--- src/sv/chained_hash_map_engine_macros.svh ---
// assertion macros shared by the hash map engine modules
`ifndef CHAINED_HASH_MAP_ENGINE_MACROS_SVH
`define CHAINED_HASH_MAP_ENGINE_MACROS_SVH

// condition holds in the same cycle
`define CHM_ASSERT_IMP(lbl, ante, cons, msg) \
	lbl: assert property (@(posedge clk) disable iff (!arst_n) (ante) |-> (cons)) \
		else $error(msg);

// condition holds in the following cycle
`define CHM_ASSERT_NXT(lbl, ante, cons, msg) \
	lbl: assert property (@(posedge clk) disable iff (!arst_n) (ante) |=> (cons)) \
		else $error(msg);

`endif

--- src/sv/chm_pkg.sv ---
// types, constants and hash function of the chained hash map engine
`timescale 1ns / 1ps
package chm_pkg;

	localparam int BUCKETS_DEF  = 64;
	localparam int CAPACITY_DEF = 128;
	localparam int HASH_MUL     = 13;
	localparam int HASH_SHIFT   = 15;

	typedef struct packed {
		logic [2:0]  func;
		logic [31:0] key;
		logic [31:0] value;
	} req_t;

	typedef struct packed {
		logic [31:0] result_value;
		logic        found;
		logic        full_res;
		logic [7:0]  entry_count;
	} rsp_t;

	typedef enum logic [2:0] {
		OP_PUT = 3'd0,
		OP_GET = 3'd1,
		OP_REM = 3'd2,
		OP_POP = 3'd3,
		OP_CLR = 3'd4,
		OP_NOP = 3'd5
	} op_t;

	typedef struct packed {
		op_t         op;
		logic [31:0] key;
		logic [31:0] value;
		logic [31:0] hash;
	} entry_t;

	function automatic logic [31:0] key_hash(input logic [31:0] k);
		logic [31:0] prod;
		prod = 32'(k * 32'(HASH_MUL));
		return prod ^ (k >> HASH_SHIFT);
	endfunction

endpackage

--- src/sv/chm_front.sv ---
// front end: classifies the operation code and hashes the key
`timescale 1ns / 1ps
module chm_front (
	input  chm_pkg::req_t   req,
	output chm_pkg::entry_t ent
);
	import chm_pkg::*;

	op_t op;

	always_comb begin
		unique case (req.func)
			OP_PUT:  op = OP_PUT;
			OP_GET:  op = OP_GET;
			OP_REM:  op = OP_REM;
			OP_POP:  op = OP_POP;
			OP_CLR:  op = OP_CLR;
			default: op = OP_NOP;
		endcase
	end

	assign ent.op    = op;
	assign ent.key   = req.key;
	assign ent.value = req.value;
	assign ent.hash  = key_hash(req.key);

endmodule

--- config.mk ---
export PLATFORM = sky130hd
export DESIGN_NAME = chm_front
export DESIGN_NICKNAME = d
export VERILOG_FILES = /design/src/sv/chained_hash_map_engine_macros.svh /design/src/sv/chm_pkg.sv /design/src/sv/chm_front.sv
export SDC_FILE = /design/constraint.sdc
export NUM_CORES = 1
export LEC_CHECK = 0
export ABC_AREA = 0
export BUFFER_PORTS_ARGS = -buffer_cell sky130_fd_sc_hd__buf_4
export CORE_MARGIN = 5
export CORE_UTILIZATION = 35
export DETAILED_ROUTE_END_ITERATION = 12
export GPL_ROUTABILITY_DRIVEN = 0
export GPL_TIMING_DRIVEN = 0
export PLACE_DENSITY = 0.72
export RECOVER_POWER = 100
export SLEW_MARGIN = 20
export SYNTH_ARGS = -nofsm -noshare
export SYNTH_HDL_FRONTEND = slang
export SYNTH_SLANG_ARGS = --single-unit
--- constraint.sdc ---
create_clock -name vclk -period 11
set_input_delay 1.65 -clock vclk [all_inputs]
set_output_delay 1.65 -clock vclk [all_outputs]
set_load 0.02 [all_outputs]
==> qor.txt <==
overall power = 561 uW
FP Rows = 37
share of cells above drive strength 1 = 16.3%
Post-DP HPWL = 8.56 mm
Syn Nets = 651
# Max-Cap Violations = 0
Synth Warn # = 0
Worst path max stage delay = 0.65 ns
antenna violations before repair = 0
area share of the largest cell type after synthesis = 20.1%
cell area power density = 127 nW/um^2
Vias = 3471
Routed Antenna Nets = 0
critical-path cell list = buf_4, ha_1, inv_1, fa_1, inv_1, ha_1, nand3_1, nor2_1, o2111ai_1, o41ai_1, nor2_1, o21bai_1, xor2_1, clkbuf_1
Storage cell area = 0 um^2
most numerous cell in the Yosys netlist = inv_1
Area Growth Syn to Fin = 22.3%
multi-input combinational cell area = 2580 um^2
Post-Syn Instances = 498
post-CTS resize count = 0
slowest CP cell = o41ai_1
Syn Std Cell Area = 3610 um^2
synth top area cells = ha_1 (20%), fa_1 (16%), inv_1 (14%)
first-pass GRT wire length = 16.1 mm
Ports = 166
fin crit share = 60.0%
hold buffers post-CTS = 0
vias in the first global route = 3632
actual slew at the worst max-slew pin = 0.642 ns
Final Max Tran Viols = 0
CP Max Fanout = 5
critical path startpoint = req[35]
DR WL/cell = 12.3 um
Arr. time, crit path = 4.95 ns
diode count = 0
Die H = 112 um
Worst IR Drop VDD = 0.0656 mV
port bufs = 134
critical path launch point type = input port
Die Width = 112 um
syn_area_per_cell = 7.24 um^2
Hold Vio Cnt, Final = 0
total gr overflow = 0
DR pass1 iterations = 4
setup_tns = 0 ns
RSZ-0062 raised after global routing = no
biggest area consumer among synthesized cells = ha_1
Leak Pwr = 2.41 nW
routed vias/inst = 4.52
post-layout min period = 6.60 ns
CP Data Required Time = 9.35 ns
Max Clock Freq = 152 MHz
final setup fails = 0
total core area = 10200 um^2
relative slew slack = 56.6%
die footprint = 12400 um^2
CP Class = input port to output port
drt total wl = 9.45 mm
Synth top cells by count = inv_1 (133), buf_4 (64), ha_1 (58)
Netlist cell types = 45
Tot GR Track Use = 14.7%
Initial Utilization = 35.4%
Seq cells = 0
Fill cells = 1154
min-delay src = req[18]
drc violations = 0
final net count = 787
initial DRC count = 161
fin util = 43.3%
pin count of the biggest net entering global routing = 10
outcome = finished, final reports clean
Hold WC Path Type = input port to output port
Seq/Total Area, Yosys = 0%
Clock buffer cells = 0
Worst Setup End Kind = output port
postcts setup bufs = 0
==> metrics by stage <==
stage                     setup slack [ns]  instance area, um^2  hold WS, ns  std cells
final                                 4.40                 4410         3.56        768
after global routing                  4.15                 4410         3.57        768
after CTS                             4.55                 4780         3.50        768
after detailed placement              4.55                 4780         3.50        768
after global placement                4.63                 4780         3.50        768
after floorplan                       4.98                 3610         3.38        498
==> layout make-up <==
cell class | instances | share of cell area (%)
Tap cell | 136 | 3.86
Timing Repair Buffer | 134 | 14.5
Buffer | 73 | 11.7
Inverter | 133 | 11.3
Multi-Input combinational cell | 292 | 58.6
==> report_power, final <==
part / leakage (nW) / total, mW / internal (mW) / switching [mW]
clock: 0 / 0 / 0 / 0
combinational: 2.41 / 0.561 / 0.206 / 0.355
sequential: 0 / 0 / 0 / 0
==> critical path, delay by kind of cell <==
family,cells,cell delay (ns)
buffers and inverters,4,0.47
adders and majority gates,3,1.13
xor gates and xnor gates,1,0.16
AOI/OAI and AO/OA,3,1.06
and+or+nand+nor,3,0.48
==> worst paths after layout <==
kind / cells past startpoint / end / slack, ns
worst max-delay path: 14 / ent[24] / 4.40
worst min-delay path: 2 / ent[50] / 3.56
==> layer usage <==
metal	vias to the layer above	wire, um	global-route usage, %
met5	-	0	0
met4	0	68	0.892
met3	7	599	1.30
met2	130	4680	28.7
met1	1565	4110	18.3
li1	1769	-	-
==> kinds of logic (layout without fill, tap and decap cells) <==
kind of cell	count (synthesis)	after routing	share of synthesized area, %
xor gates and xnor gates	46	46	11.2
adders and majority gates	86	86	35.7
AOI/OAI and AO/OA	86	86	15.5
buffers and inverters	206	340	28.1
muxes	1	1	0.278
and+or+nand+nor	73	73	9.20
==> cell usage in the layout, fill, tap and decap left out, types with 3 or more instances in the layout <==
| cell type | count |
|---|---|
| fa_1 | 28 |
| nor3_1 | 4 |
| nand2_1 | 28 |
| xor2_1 | 15 |
| a31oi_1 | 3 |
| xnor2_1 | 31 |
| o2111ai_1 | 3 |
| o211ai_1 | 3 |
| inv_1 | 133 |
| nand3_1 | 8 |
| ha_1 | 58 |
| nor2_1 | 18 |
| buf_4 | 101 |
| o21ai_0 | 15 |
| nor2b_1 | 4 |
| a21o_1 | 8 |
| clkbuf_1 | 105 |
| a21oi_1 | 30 |
| o21a_1 | 4 |
Power figures use the tool's default switching activity.
