--- src/sv/chained_hash_map_engine_macros.svh ---
// assertion macros shared by the hash map engine modules
`ifndef CHAINED_HASH_MAP_ENGINE_MACROS_SVH
`define CHAINED_HASH_MAP_ENGINE_MACROS_SVH

// condition holds in the same cycle
`define CHM_ASSERT_IMP(lbl, ante, cons, msg) \
	lbl: assert property (@(posedge clk) disable iff (!arst_n) (ante) |-> (cons)) \
		else $error(msg);

// condition holds in the following cycle
`define CHM_ASSERT_NXT(lbl, ante, cons, msg) \
	lbl: assert property (@(posedge clk) disable iff (!arst_n) (ante) |=> (cons)) \
		else $error(msg);

`endif

--- src/sv/chm_pkg.sv ---
// types, constants and hash function of the chained hash map engine
`timescale 1ns / 1ps
package chm_pkg;

	localparam int BUCKETS_DEF  = 64;
	localparam int CAPACITY_DEF = 128;
	localparam int HASH_MUL     = 13;
	localparam int HASH_SHIFT   = 15;

	typedef struct packed {
		logic [2:0]  func;
		logic [31:0] key;
		logic [31:0] value;
	} req_t;

	typedef struct packed {
		logic [31:0] result_value;
		logic        found;
		logic        full_res;
		logic [7:0]  entry_count;
	} rsp_t;

	typedef enum logic [2:0] {
		OP_PUT = 3'd0,
		OP_GET = 3'd1,
		OP_REM = 3'd2,
		OP_POP = 3'd3,
		OP_CLR = 3'd4,
		OP_NOP = 3'd5
	} op_t;

	typedef struct packed {
		op_t         op;
		logic [31:0] key;
		logic [31:0] value;
		logic [31:0] hash;
	} entry_t;

	function automatic logic [31:0] key_hash(input logic [31:0] k);
		logic [31:0] prod;
		prod = 32'(k * 32'(HASH_MUL));
		return prod ^ (k >> HASH_SHIFT);
	endfunction

endpackage

--- src/sv/chm_fifo.sv ---
// two-entry request queue between front and back
`timescale 1ns / 1ps
module chm_fifo (
	input  logic            clk,
	input  logic            arst_n,
	input  logic            push,
	input  chm_pkg::entry_t wdata,
	input  logic            pop,
	output chm_pkg::entry_t rdata,
	output logic            full,
	output logic            nempty
);
	import chm_pkg::*;
	`include "chained_hash_map_engine_macros.svh"

	entry_t     ent_q [2];
	logic       wp_q;
	logic       rp_q;
	logic [1:0] lvl_q;

	always_ff @(posedge clk) begin
		if (push) begin
			ent_q[wp_q] <= wdata;
		end
	end

	always_ff @(posedge clk or negedge arst_n) begin
		if (!arst_n) begin
			wp_q  <= 1'b0;
			rp_q  <= 1'b0;
			lvl_q <= 2'd0;
		end else begin
			if (push) wp_q <= ~wp_q;
			if (pop)  rp_q <= ~rp_q;
			lvl_q <= lvl_q + 2'(push) - 2'(pop);
		end
	end

	assign rdata  = ent_q[rp_q];
	assign full   = (lvl_q == 2'd2);
	assign nempty = (lvl_q != 2'd0);

	`CHM_ASSERT_IMP(a_no_overflow, push, !full || pop, "request queue overflow")
	`CHM_ASSERT_IMP(a_no_underflow, pop, nempty, "request queue underflow")
	`CHM_ASSERT_IMP(a_level, 1'b1, lvl_q <= 2'd2, "request queue level out of range")

endmodule

--- config.mk ---
export PLATFORM = sky130hd
export DESIGN_NAME = chm_fifo
export DESIGN_NICKNAME = d
export VERILOG_FILES = /design/src/sv/chm_pkg.sv /design/src/sv/chm_fifo.sv
export VERILOG_INCLUDE_DIRS = /design/src /design/src/sv
export SDC_FILE = /design/constraint.sdc
export NUM_CORES = 1
export LEC_CHECK = 0
export BUFFER_PORTS_ARGS = -buffer_cell sky130_fd_sc_hd__buf_2
export CAP_MARGIN = 20
export CORE_UTILIZATION = 47
export CTS_CLUSTER_DIAMETER = 150
export DETAILED_ROUTE_END_ITERATION = 10
export PLACE_DENSITY = 0.73
export SLEW_MARGIN = 20
export SYNTH_ARGS = -nofsm -noshare
export SYNTH_HDL_FRONTEND = slang
export SYNTH_SLANG_ARGS = --single-unit
--- constraint.sdc ---
create_clock -name clk -period 5 [get_ports clk]
set_clock_uncertainty 0.05 [all_clocks]
set_input_delay 0.25 -clock clk [delete_from_list [all_inputs] [get_ports clk]]
set_output_delay 0.25 -clock clk [all_outputs]
set_load 0.005 [all_outputs]
==> flow_metrics.py, run 1 <==
metrics = {
    "floorplan": {
        "die_h_um": 131,
        "row_count": 46,
        "dieWidth_um": 131,
        "die_area_sq_mm": 0.0172,
        "core_area_sq_mm": 0.0161,
        "start_util": 0.488,
        "num_io_pins": 204,
    },
    "yosys": {
        "ys_ff_latch": 202,
        "synth_area_leaders": "edfxtp_1 76%, mux2_4 19%, buf_12 2.6%, dfrtp_1 1.3%, ha_1 0.32%",
        "synth.cells.most_frequent": "198 x edfxtp_1, 99 x mux2_4, 10 x buf_12, 4 x dfrtp_1",
        "avgSynthCellArea_sq_um": 24.3,
        "yosysWarnings": 0,
        "synthFlopType": "edfxtp_1",
        "syn_inst": 323,
        "synth_top_area_share": 0.758,
        "synthDistinctLibCells": 12,
        "ys_seq_area_frac": 0.771,
        "yosysMostFrequentCell": "edfxtp_1",
        "synth_async_sr_flop_share": 0.0198,
        "syn_nets": 428,
        "syn-cell-area_sq_mm": 0.00784,
        "synth_edf_count": 198,
        "yosys.area.top_type": "edfxtp_1",
    },
    "timing": {
        "setup_tns_ns": 0,
        "rsz0062_at_grt": "false",
        "setup_viol": 0,
        "clock.fmax_ghz": 0.345,
        "worst_slew_pin_slew_ns": 0.959,
        "finalCritPeriodShare": 0.579,
        "slew_viol_final": 0,
        "fin_crit_ns": 2.90,
        "max-slew-margin-rel": 0.360,
        "finalHoldViolations": 0,
    },
    "critical_path": {
        "r2r-start": "wp_q$_DFFE_PN0P_",
        "start_kind": "flop",
        "critPathMaxFanout": 51,
        "required_ns": 4.70,
        "worstSetupPathType": "flop to primary output",
        "critical_path_arrival_ns": 2.60,
        "startpoint": "rp_q$_DFFE_PN0P_",
        "cp-end-kind": "primary output",
    },
    "routing": {
        "ant_nets": 0,
        "avgRoutedWirePerCell_um": 16.8,
        "drt-total-wl_um": 14700,
        "drt-initial-drc-count": 200,
        "route.detailed.drc": 0,
        "num_vias": 4092,
        "vias_per_cell": 4.68,
        "drt-pass1-iter-count": 4,
    },
    "pwr": {
        "p_leak_uw": 0.00433,
        "power.density_mw_per_mm2": 511,
        "irDropWorstVdd_v": 0.000317,
    },
    "run_status": {
        "status": "finished, final reports clean",
    },
    "placed_design": {
        "dp_cells": 736,
        "dp_hpwl_um": 8740,
        "io_buffers": 203,
        "place.gp.congestion": 0.711,
    },
    "global_routing": {
        "grt_pass1_vias": 4492,
        "overflow": 0,
        "antenna_found_initial": 1,
        "grt_max_degree": 68,
        "grt_use_total": 0.170,
        "grt_first_pass_wirelength_um": 23200,
    },
    "cells_and_area": {
        "nNetsFinal": 750,
        "drive_above_1_share": 0.508,
        "area_growth_pct": 35.3,
        "finalNonFillerCells": 875,
        "diodes": 0,
    },
    "cts": {
        "htree_num_levels": 1,
        "cts_buffers": 21,
        "root_buffer": "clkbuf_16",
        "ctsResizeCount": 0,
        "clk-insertion-delay-late_ns": 0.47,
        "cts_tree": "built",
        "clockBufferDepth": 3,
        "clock-sinks": 202,
        "cts_setup_buffers": 0,
        "clk_pin_slew_ns": 0.06,
    },
    "hold_path": {
        "hold_class": "input pin to async pin",
    },
    "run": {
        "maxCapViolations": 0,
    },
}
[sequential cells by signal (all words and copies together), names as in the netlist]
signal,flops
ent_q,198
lvl_q,2
rp_q,1
wp_q,1
[worst paths after layout]
path                                          endpoint  slack (ns)  cells after the start
worst min register to register        wp_q$_DFFE_PN0P_        0.49                      1
min in group clk                ent_q[0][23]$_DFFE_PP_        0.44                      2
worst max register to register  ent_q[1][23]$_DFFE_PP_        2.78                      2
worst max-delay path                         rdata[56]        2.10                      3
worst min-delay path                  wp_q$_DFFE_PN0P_        0.09                      2
max in group asynchronous             rp_q$_DFFE_PN0P_        4.67                      2
[logic make-up after synthesis]
kind of cell	Yosys count	synth area share
DFF	202	0.771
muxes	99	0.190
buffers and inverters	13	0.0279
adders and majority gates	2	0.00319
xor gates and xnor gates	3	0.00526
and+or+nand+nor	4	0.00319
[cell type report]
cell class                 count  area, sq um
clock buffer                  31          573
tap                          216          270
multi-input combinational    108         1590
timing repair buffer         310         2070
inverter                       2         7.51
fill                        1091         5450
sequential                   202         6050
clock inverter                 6         50.0
[through the flow]
step	power (uW)	setup WS, ns	area [sq um]	util	hold slack [ns]
2_1_floorplan	3590	1.53	7850	-	-0.0956
3_3_place_gp	3940	2.59	8970	0.559	0.0131
3_5_place_dp	3980	2.55	8970	0.559	0.0204
4_1_cts	5470	2.02	10600	0.661	0.0499
5_1_grt	5660	1.96	10600	0.661	0.0718
6_report	5420	2.10	10600	0.661	0.0860
[where the power goes]
part	internal [uW]	leakage [uW]	switching, uW
registers	2250	0.00190	197
clock network	841	0.000301	585
logic	927	0.00213	615
total	4020	0.00433	1400
[critical path, stage by stage (launching register included)]
cell	delay, ns
dfrtp_4	1.04
buf_4	0.59
mux2_4	0.34
buf_2	0.13
[timing repair]
item                       in CTS  in global routing
hold buffers                  102                  0
setup endpoints to repair       0                  0
hold endpoints to repair      204                  0
[routing by layer]
metal  track usage  up-vias  share of wire
li1              -     1932              -
met3        0.0409       25          0.063
met1         0.205     1991           0.41
met4        0.0444        2          0.016
met5             0        -        0.00068
met2         0.305      142           0.51
[cells in the final DEF (no fill, tap or decap)]
cell           instances
and2_4                 1
buf_2                203
buf_4                  5
bufinv_16              1
clkbuf_1               9
clkbuf_16             21
clkbuf_8               1
clkinv_1               4
clkinv_2               1
dfrtp_1                3
dfrtp_4                1
dlygate4sd3_1        102
edfxtp_1             198
ha_1                   2
inv_1                  2
mux2_4                99
nor2b_1                1
nor2b_4                1
or2_2                  1
xor2_1                 2
xor3_1                 1
(Power assumes the default switching activity.)
==> inputs of run 2 (changes only) <==
Settings changed: CORE_UTILIZATION 47 to 53, PLACE_DENSITY 0.73 to 0.78.
Clock period 5 ns to 3 ns, I/O delays scaled along.
==> flow_metrics.py, run 2 (same netlist as run 1, synthesis figures left out) <==
metrics = {
    "critical_path": {
        "required_ns": 2.80,
        "worstPathCellList": "buf_12 -> mux2_4 -> buf_2",
        "critPathMaxFanout": 41,
        "cp-end-kind": "primary output",
        "path_buf_inv": 2,
        "slowest_delay_ns": 0.98,
        "worstSetupPathType": "flop to primary output",
        "crit_family": "flip-flops",
        "slowest_stage": "dfrtp_4",
        "startpoint": "rp_q$_DFFE_PN0P_",
        "critical_path_arrival_ns": 2.26,
        "start_kind": "flop",
        "r2r-start": "wp_q$_DFFE_PN0P_",
    },
    "placed_design": {
        "place.gp.congestion": 0.742,
        "io_buffers": 203,
        "dp_hpwl_um": 8420,
        "placed_cell_area_sq_mm": 0.00900,
    },
    "cells_and_area": {
        "diodes": 0,
        "nNetsFinal": 752,
        "area_growth_pct": 35.8,
        "reg.largest.list": "ent_q x198, lvl_q x2",
        "fillers": 851,
        "utilization": 0.736,
        "multi_input_area_sq_mm": 0.00159,
        "seq_area_sq_mm": 0.00605,
        "mostFrequentLayoutCell": "buf_2",
        "largest_register_ffs": 198,
        "largest-register": "ent_q",
        "final_cell_area_sq_mm": 0.0107,
        "drive_above_1_share": 0.508,
        "layout_common_cells": "203 x buf_2, 198 x edfxtp_1, 103 x dlygate4sd3_1, 99 x mux2_4, 21 x clkbuf_16",
    },
    "timing": {
        "max-slew-margin-rel": 0.437,
        "finalCritPeriodShare": 0.819,
        "fin_crit_ns": 2.46,
        "rsz0062_at_grt": "false",
        "worst_slew_pin_slew_ns": 0.844,
        "hold_slack_ns": 0.328,
        "clock.fmax_ghz": 0.407,
        "setup_viol": 0,
        "slew_viol_final": 0,
        "setup_tns_ns": 0,
        "finalHoldViolations": 0,
    },
    "hold_path": {
        "hp-start": "wdata[84]",
        "hold_class": "input pin to flop",
    },
    "routing": {
        "route.detailed.drc": 0,
        "ant_nets": 0,
        "vias_per_cell": 4.95,
        "drt-initial-drc-count": 264,
        "drt-total-wl_um": 15000,
        "avgRoutedWirePerCell_um": 17.8,
        "drt-pass1-iter-count": 4,
        "num_vias": 4185,
    },
    "pwr": {
        "p_leak_uw": 0.00436,
        "irDropWorstVdd_v": 0.000823,
        "finalPower_uw": 9130,
        "power.density_mw_per_mm2": 857,
    },
    "run": {
        "maxCapViolations": 0,
    },
    "floorplan": {
        "start_util": 0.542,
        "die_h_um": 124,
        "die_area_sq_mm": 0.0153,
        "dieWidth_um": 124,
        "num_io_pins": 204,
        "row_count": 44,
        "core_area_sq_mm": 0.0145,
    },
    "global_routing": {
        "grt_pass1_vias": 4333,
        "overflow": 0,
        "grt_use_total": 0.189,
        "grt_first_pass_wirelength_um": 21500,
        "antenna_found_initial": 0,
        "grt_max_degree": 100,
    },
    "cts": {
        "clockBufferDepth": 3,
        "cts_setup_buffers": 0,
        "clk-insertion-delay-late_ns": 0.48,
        "clock-sinks": 202,
        "cts_tree": "built",
        "root_buffer": "clkbuf_16",
        "htree_num_levels": 1,
        "cts_buffers": 21,
        "clk_pin_slew_ns": 0.06,
    },
    "run_status": {
        "status": "finished, final reports clean",
    },
}
run 2: final timing paths:
| kind | to | slack (ns) | cells after the start |
|---|---|---|---|
| max | rdata[23] | 0.54 | 3 |
| min | ent_q[0][84]$_DFFE_PP_ | 0.33 | 2 |
| max reg2reg | ent_q[1][2]$_DFFE_PP_ | 1.41 | 2 |
| min reg2reg | wp_q$_DFFE_PN0P_ | 0.52 | 1 |
| max in group asynchronous | rp_q$_DFFE_PN0P_ | 2.15 | 3 |
| min in group asynchronous | rp_q$_DFFE_PN0P_ | 0.54 | 3 |
run 2: worst reg2reg max path: stages (launching register included):
cell and delay, ns:
dfrtp_1 0.43, and2_4 0.27, buf_4 0.46
run 2: per-stage QoR:
stage / worst slack (ns) / cells
floorplan: 0.634 / 323
global placement: 1.05 / 705
detailed placement: 1.03 / 705
CTS: 0.521 / 846
global route: 0.465 / 846
finish: 0.542 / 846
run 2: routing by layer:
metal	vias up	part of all wire	global-route usage
met5	-	0	0
met4	0	0.020	0.0670
met3	26	0.058	0.0403
met2	151	0.54	0.347
met1	2078	0.38	0.218
li1	1930	-	-
run 2: power breakdown:
part / switching (uW) / internal [uW]
clock network: 966 / 1390
registers: 315 / 3750
logic: 1100 / 1620
run 2: area by class of cell:
cell class | instances | share of cell area
Timing Repair Buffer | 312 | 0.202
Clock inverter | 6 | 0.00517
Inverter | 2 | 0.000705
Clock buffer | 32 | 0.0532
Tap cell | 184 | 0.0216
Sequential cell | 202 | 0.568
Multi-Input combinational cell | 108 | 0.149
run 2: repair_timing:
| item | CTS | global route |
|---|---|---|
| gates resized for setup | 0 | 0 |
| endpoints found under the hold margin | 205 | 0 |
| setup endpoints to repair | 0 | 0 |
| hold buffers | 103 | 0 |
